`src/tcce_pkg.sv`:
```
// Shared types and constants of the text console cursor engine.
`timescale 1ns / 1ps

package tcce_pkg;

   typedef logic [0:0] opcode_type;
   typedef logic [7:0] char_type;
   typedef logic [4:0] row_field_type;
   typedef logic [6:0] col_field_type;

   localparam opcode_type OP_PUT  = 1'b0;
   localparam opcode_type OP_READ = 1'b1;

   localparam char_type CHAR_BACKSPACE = 8'd8;
   localparam char_type CHAR_TAB       = 8'd9;
   localparam char_type CHAR_LF        = 8'd10;
   localparam char_type CHAR_CR        = 8'd13;
   localparam char_type CHAR_BLANK     = 8'h20;
   localparam char_type CHAR_NUL       = 8'h00;

   typedef struct packed {
      logic write;
      logic scroll;
   } step_flags_type;

endpackage

```
`src/tcce_cursor_step.sv`:
```
// Cursor update for one put character: new position, cell write and scroll decision.
`timescale 1ns / 1ps

module tcce_cursor_step #(
   parameter int COLUMNS = 80,
   parameter int ROWS    = 25,
   parameter int CW      = 7,
   parameter int RW      = 5
) (
   input  logic [CW-1:0]           col,
   input  logic [RW-1:0]           row,
   input  tcce_pkg::char_type      char_code,
   output logic [CW-1:0]           next_col,
   output logic [RW-1:0]           next_row,
   output logic [CW-1:0]           wr_col,
   output logic [RW-1:0]           wr_row,
   output tcce_pkg::char_type      wr_data,
   output tcce_pkg::step_flags_type flags
);

   logic [CW:0] col_x;
   logic [RW:0] row_x;

   always_comb begin
      col_x        = {1'b0, col};
      row_x        = {1'b0, row};
      wr_col       = col;
      wr_row       = row;
      wr_data      = char_code;
      flags.write  = 1'b0;
      flags.scroll = 1'b0;

      case (char_code)
         tcce_pkg::CHAR_BACKSPACE: begin
            if (col != '0) begin
               col_x = col_x - (CW+1)'(1);
            end else if (row != '0) begin
               row_x = row_x - (RW+1)'(1);
               col_x = (CW+1)'(COLUMNS - 1);
            end
            wr_col      = col_x[CW-1:0];
            wr_row      = row_x[RW-1:0];
            wr_data     = tcce_pkg::CHAR_BLANK;
            flags.write = 1'b1;
         end
         tcce_pkg::CHAR_TAB: begin
            col_x = (col_x | (CW+1)'(3)) + (CW+1)'(1);
         end
         tcce_pkg::CHAR_CR: begin
            col_x = '0;
         end
         tcce_pkg::CHAR_LF: begin
            col_x = '0;
            row_x = row_x + (RW+1)'(1);
         end
         default: begin
            flags.write = 1'b1;
            col_x       = col_x + (CW+1)'(1);
         end
      endcase

      if (col_x >= (CW+1)'(COLUMNS)) begin
         col_x = '0;
         row_x = row_x + (RW+1)'(1);
      end
      if (row_x >= (RW+1)'(ROWS)) begin
         row_x        = (RW+1)'(ROWS - 1);
         flags.scroll = 1'b1;
      end

      next_col = col_x[CW-1:0];
      next_row = row_x[RW-1:0];
   end

endmodule
```
`config.mk`:
```
export PLATFORM = sky130hd
export DESIGN_NAME = tcce_cursor_step
export DESIGN_NICKNAME = d
export VERILOG_FILES = /design/src/tcce_pkg.sv /design/src/tcce_cursor_step.sv
export SDC_FILE = /design/constraint.sdc
export NUM_CORES = 1
export LEC_CHECK = 0
export ABC_AREA = 1
export CORE_MARGIN = 2
export CORE_UTILIZATION = 35
export DETAILED_ROUTE_END_ITERATION = 6
export DONT_BUFFER_PORTS = 1
export PLACE_DENSITY = 0.59
export SLEW_MARGIN = 0
export SYNTH_ARGS = -nofsm -noshare
export SYNTH_HDL_FRONTEND = slang
export SYNTH_SLANG_ARGS = --single-unit
```
`constraint.sdc`:
```
create_clock -name vclk -period 5.97
set_input_delay 0.2985 -clock vclk [all_inputs]
set_output_delay 0.2985 -clock vclk [all_outputs]
set_load 0.01 [all_outputs]
```
# Yosys cells after proc, flatten, opt, wreduce, memory -nomap -nowiden
# Index checks and enable logic that the tools add are counted.
# word_totals
elab_cells	30
output_inout_bits	34
ram_bits	0
latch_bits	0
inputBits	20
romBits	0
ff_bits	0
mem_count	0
# op_classes
n_eq_ne	4
reduce_logical	4
n_mul	0
n_mux	14
order_cmp	2
n_div	0
n_bitwise	0
n_shift	0
n_addsub	6
# ops
cell	n
$eq A8 B4 Y1 const B	4
$pmux W8 S3	1
$mux W7	3
$mux W6	3
$add A7 B1 Y8 const B	2
$mux W8	2
$pmux W6 S2	1
$mux W5	2
$ge A8 B7 Y1 const B	1
$sub A7 B1 Y8 const B	1
$reduce_bool A7 Y1	1
$add A5 B1 Y6 const B	1
$add A6 B1 Y6 const B	1
$ge A6 B5 Y1 const B	1
$sub A5 B1 Y6 const B	1
$reduce_bool A5 Y1	1
$reduce_or A3 Y1	1
$mux W1	2
$reduce_or A2 Y1	1

# Logic depth before layout (Yosys ltp)
# depth
word_depth	8
ltp_mapped	22
ltp_nobuf	21

# Least setup slack after synthesis
# No wires, ideal clock.
# synth_path
kind	input to output
from	input port col[2]
to	output port next_row[0]
arrival_time_ns	2.224
stages	22
required_time_ns	5.672
path_slack_ns	3.448
path_cell_list	buf_2 -> inv_1 -> ha_1 -> nand2_1 -> inv_1 -> nand3_2 -> nor2_2 -> inv_2 -> nand2_1 -> nand3_1 -> nand2_1 -> ha_1 -> inv_1 -> nand2_1 -> nand2_1 -> nand2_1 -> nand2_1 -> inv_1 -> nand3_1 -> nand3_2 -> nand2_2 -> nor2_1
# synth_via
elab_chain_cells	7
# synth_lines
item	line	source
start: declaration	tcce_cursor_step.sv:10	input logic [CW-1:0] col,
$sub A7 B1 Y8, or another cell as far along	tcce_cursor_step.sv:36	col_x = col_x - (CW+1)'(1);
$mux W8 or $mux W6 (tied branches)	tcce_cursor_step.sv:35	if (col != '0) begin
$pmux W8 S3 or $pmux W6 S2 (tied branches)	tcce_cursor_step.sv:33	case (char_code)
$ge A8 B7 Y1 or $add A6 B1 Y6 (tied branches)	tcce_cursor_step.sv:62, tcce_cursor_step.sv:64	
$mux W6 *	tcce_cursor_step.sv:62	if (col_x >= (CW+1)'(COLUMNS)) begin
$ge A6 B5 Y1	tcce_cursor_step.sv:66	if (row_x >= (RW+1)'(ROWS)) begin
$mux W5 *	tcce_cursor_step.sv:66	
end: declaration	tcce_cursor_step.sv:14	output logic [RW-1:0] next_row,
# Every way passes the cells marked *; elsewhere a longest branch is shown, timed or not.

# Worst setup path after layout
# layout_path
from	input port col[0]
to	output port next_row[2]
# Same word-level chain as after synthesis.

==> out/qor.csv <==
metric,value,unit
fin_crit,2865,ps
max_freq,349.0,MHz
worstMarginPinSlew,484.4,ps
synth_top_area_share,15.95,%
core_region_area,3661,µm²
crit_type,in -> out,
yosys.area.top_type,nand2_1,
cts_setup_buffers,0,
critical_path.most_common_cell,nand2_1,
via_per_inst,5.264,
min_path_type,in -> out,
wl,3534,µm
finalSetupViolCount,0,
dp_hpwl,2878,µm
drive_gt1_share,17.08,%
gp_congestion,0.9086,
use_met1,23.98,%
status,"complete, no violations",
die_x,65.91,µm
port_buffers,0,
grt_use_met2,26.39,%
power,75.58,µW
crit_family,simple AND/OR/NAND/NOR gates,
fin_cells,288,
whs,597.0,ps
pin_count,54,
worst_slack,3105,ps
vdd.ir_drop.worst,0.02139,mV
nets,269,
end_kind,output pin,
area_delta_synth_final,-1.306,%
syn_area_per_cell,5.302,µm²
max_stage_delay,240,ps
drtAntennaViolNets,0,
grt-ovfl-total,0,
netlist_area,1341,µm²
grt_pass1_vias,1271,
crit_fanout,11,
fin_crit_sh,47.99,%
met3_usage,1.533,%
crit_arrival,2570,ps
grt.busiest_layer,met2,
place_ws,3107,ps
critPathBufInv,5,
ys_warn_count,0,
crit_chain,inv_1 -> ha_1 -> nand2_1 -> inv_1 -> nand3_2 -> nor2_2 -> inv_2 -> nand2_1 -> nand3_1 -> nand2_1 -> ha_1 -> inv_1 -> nand2_1 -> nand2_1 -> nand2_1 -> nand2_1 -> inv_1 -> nand3_1 -> nand3_2 -> nand2_2 -> nor2_1,
ctsResizeCount,0,
grt_pass1_wl,5837,µm
fillCellCount,423,
num-clock-buffers,0,
yosysUniqueCellTypes,33,
ctsHoldBuffers,0,
synth-seq-area-share,0,%
maxCapViolCount,0,
num_rows,22,
start_kind,input pin,
vias,1516,
die_h,65.91,µm
grt_usage,16.11,%
finalHoldViolCount,0,
grt_max_degree,28,
dieArea,4343,µm²
flops_and_latches,0,
report.final.slew_viol_count,0,
ff_latch_area,0,µm²
crit_required,5670,ps
start_util,36.64,%
total_leakage_power,0.0006730,µW
synthTopCellsByArea,"nand2_1 (16%), nand3_1 (10%), nor2_1 (8.1%)",
firstDrtPassIters,4,
power.density,57.10,nW/µm²
drc,0,
mostFrequentLayoutCells,"nand2_1 (57), nor2_1 (29), nand3_1 (28)",
avgRoutedWirePerCell,12.27,µm
postSynthCellCount,253,
critPathSlowestCell,ha_1,
layout_commonest_cell,nand2_1,
drtIter0Drc,75,
rsz0062_at_grt,no,
dp_cells,288,
relSlewSlack,67.36,%
antenna_found_initial,0,
fin_setup_tns,0,ps
diodes,0,
syn_nets,280,
metal layers:
metal  part of all wire [%]  up-vias
met4                      0        0
li1                       -      804
met2                     44       37
met3                    6.6        0
met1                     49      675
met5                      0        -
cell type report:
cell class / count / area (µm²) / area share (%)
Inverter: 37 / 141.4 / 10.68
Multi-Input combinational cell: 203 / 1122 / 84.78
Tap cell: 48 / 60.06 / 4.537
kinds of logic (layout without fill, tap and decap cells):
kind of cell	count (synthesis)	after routing	share of synthesized area (%)
XOR/XNOR	8	8	5.224
adder cells (fa/ha/maj)	7	7	6.530
AO/OA/AOI/OAI	37	37	16.98
buffers and inverters	50	37	16.33
AND/OR/NAND/NOR	151	151	54.94
synthesized netlist by cell type, types with 6 or more instances:
cell,count
nand4_1,7
ha_1,7
inv_2,13
nor3_1,6
nor2_1,29
nand2_1,57
nand2_2,6
clkbuf_1,7
nand3_1,28
o21ai_0,17
inv_1,23
xor2_1,6
worst paths after layout:
kind | from | endpoint | slack (ps) | depth (start not counted)
setup / recovery | col[0] | next_row[2] | 3100 | 21
hold / removal | char_code[7] | wr_data[7] | 600 | 0
through the flow:
step | cell area, µm² | util (%)
after floorplan | 1341 | -
after global placement | 1324 | 36.16
after detailed placement | 1324 | 36.16
after CTS | 1324 | 36.16
after global routing | 1324 | 36.16
final | 1324 | 36.16
report_power, final:
part	total, µW	internal [µW]	switching, µW	leakage, µW
combinational	75.6	24.4	51.2	0.000673
clock	0	0	0	0
sequential	0	0	0	0
No activity file was read; power rests on OpenSTA's default activity.
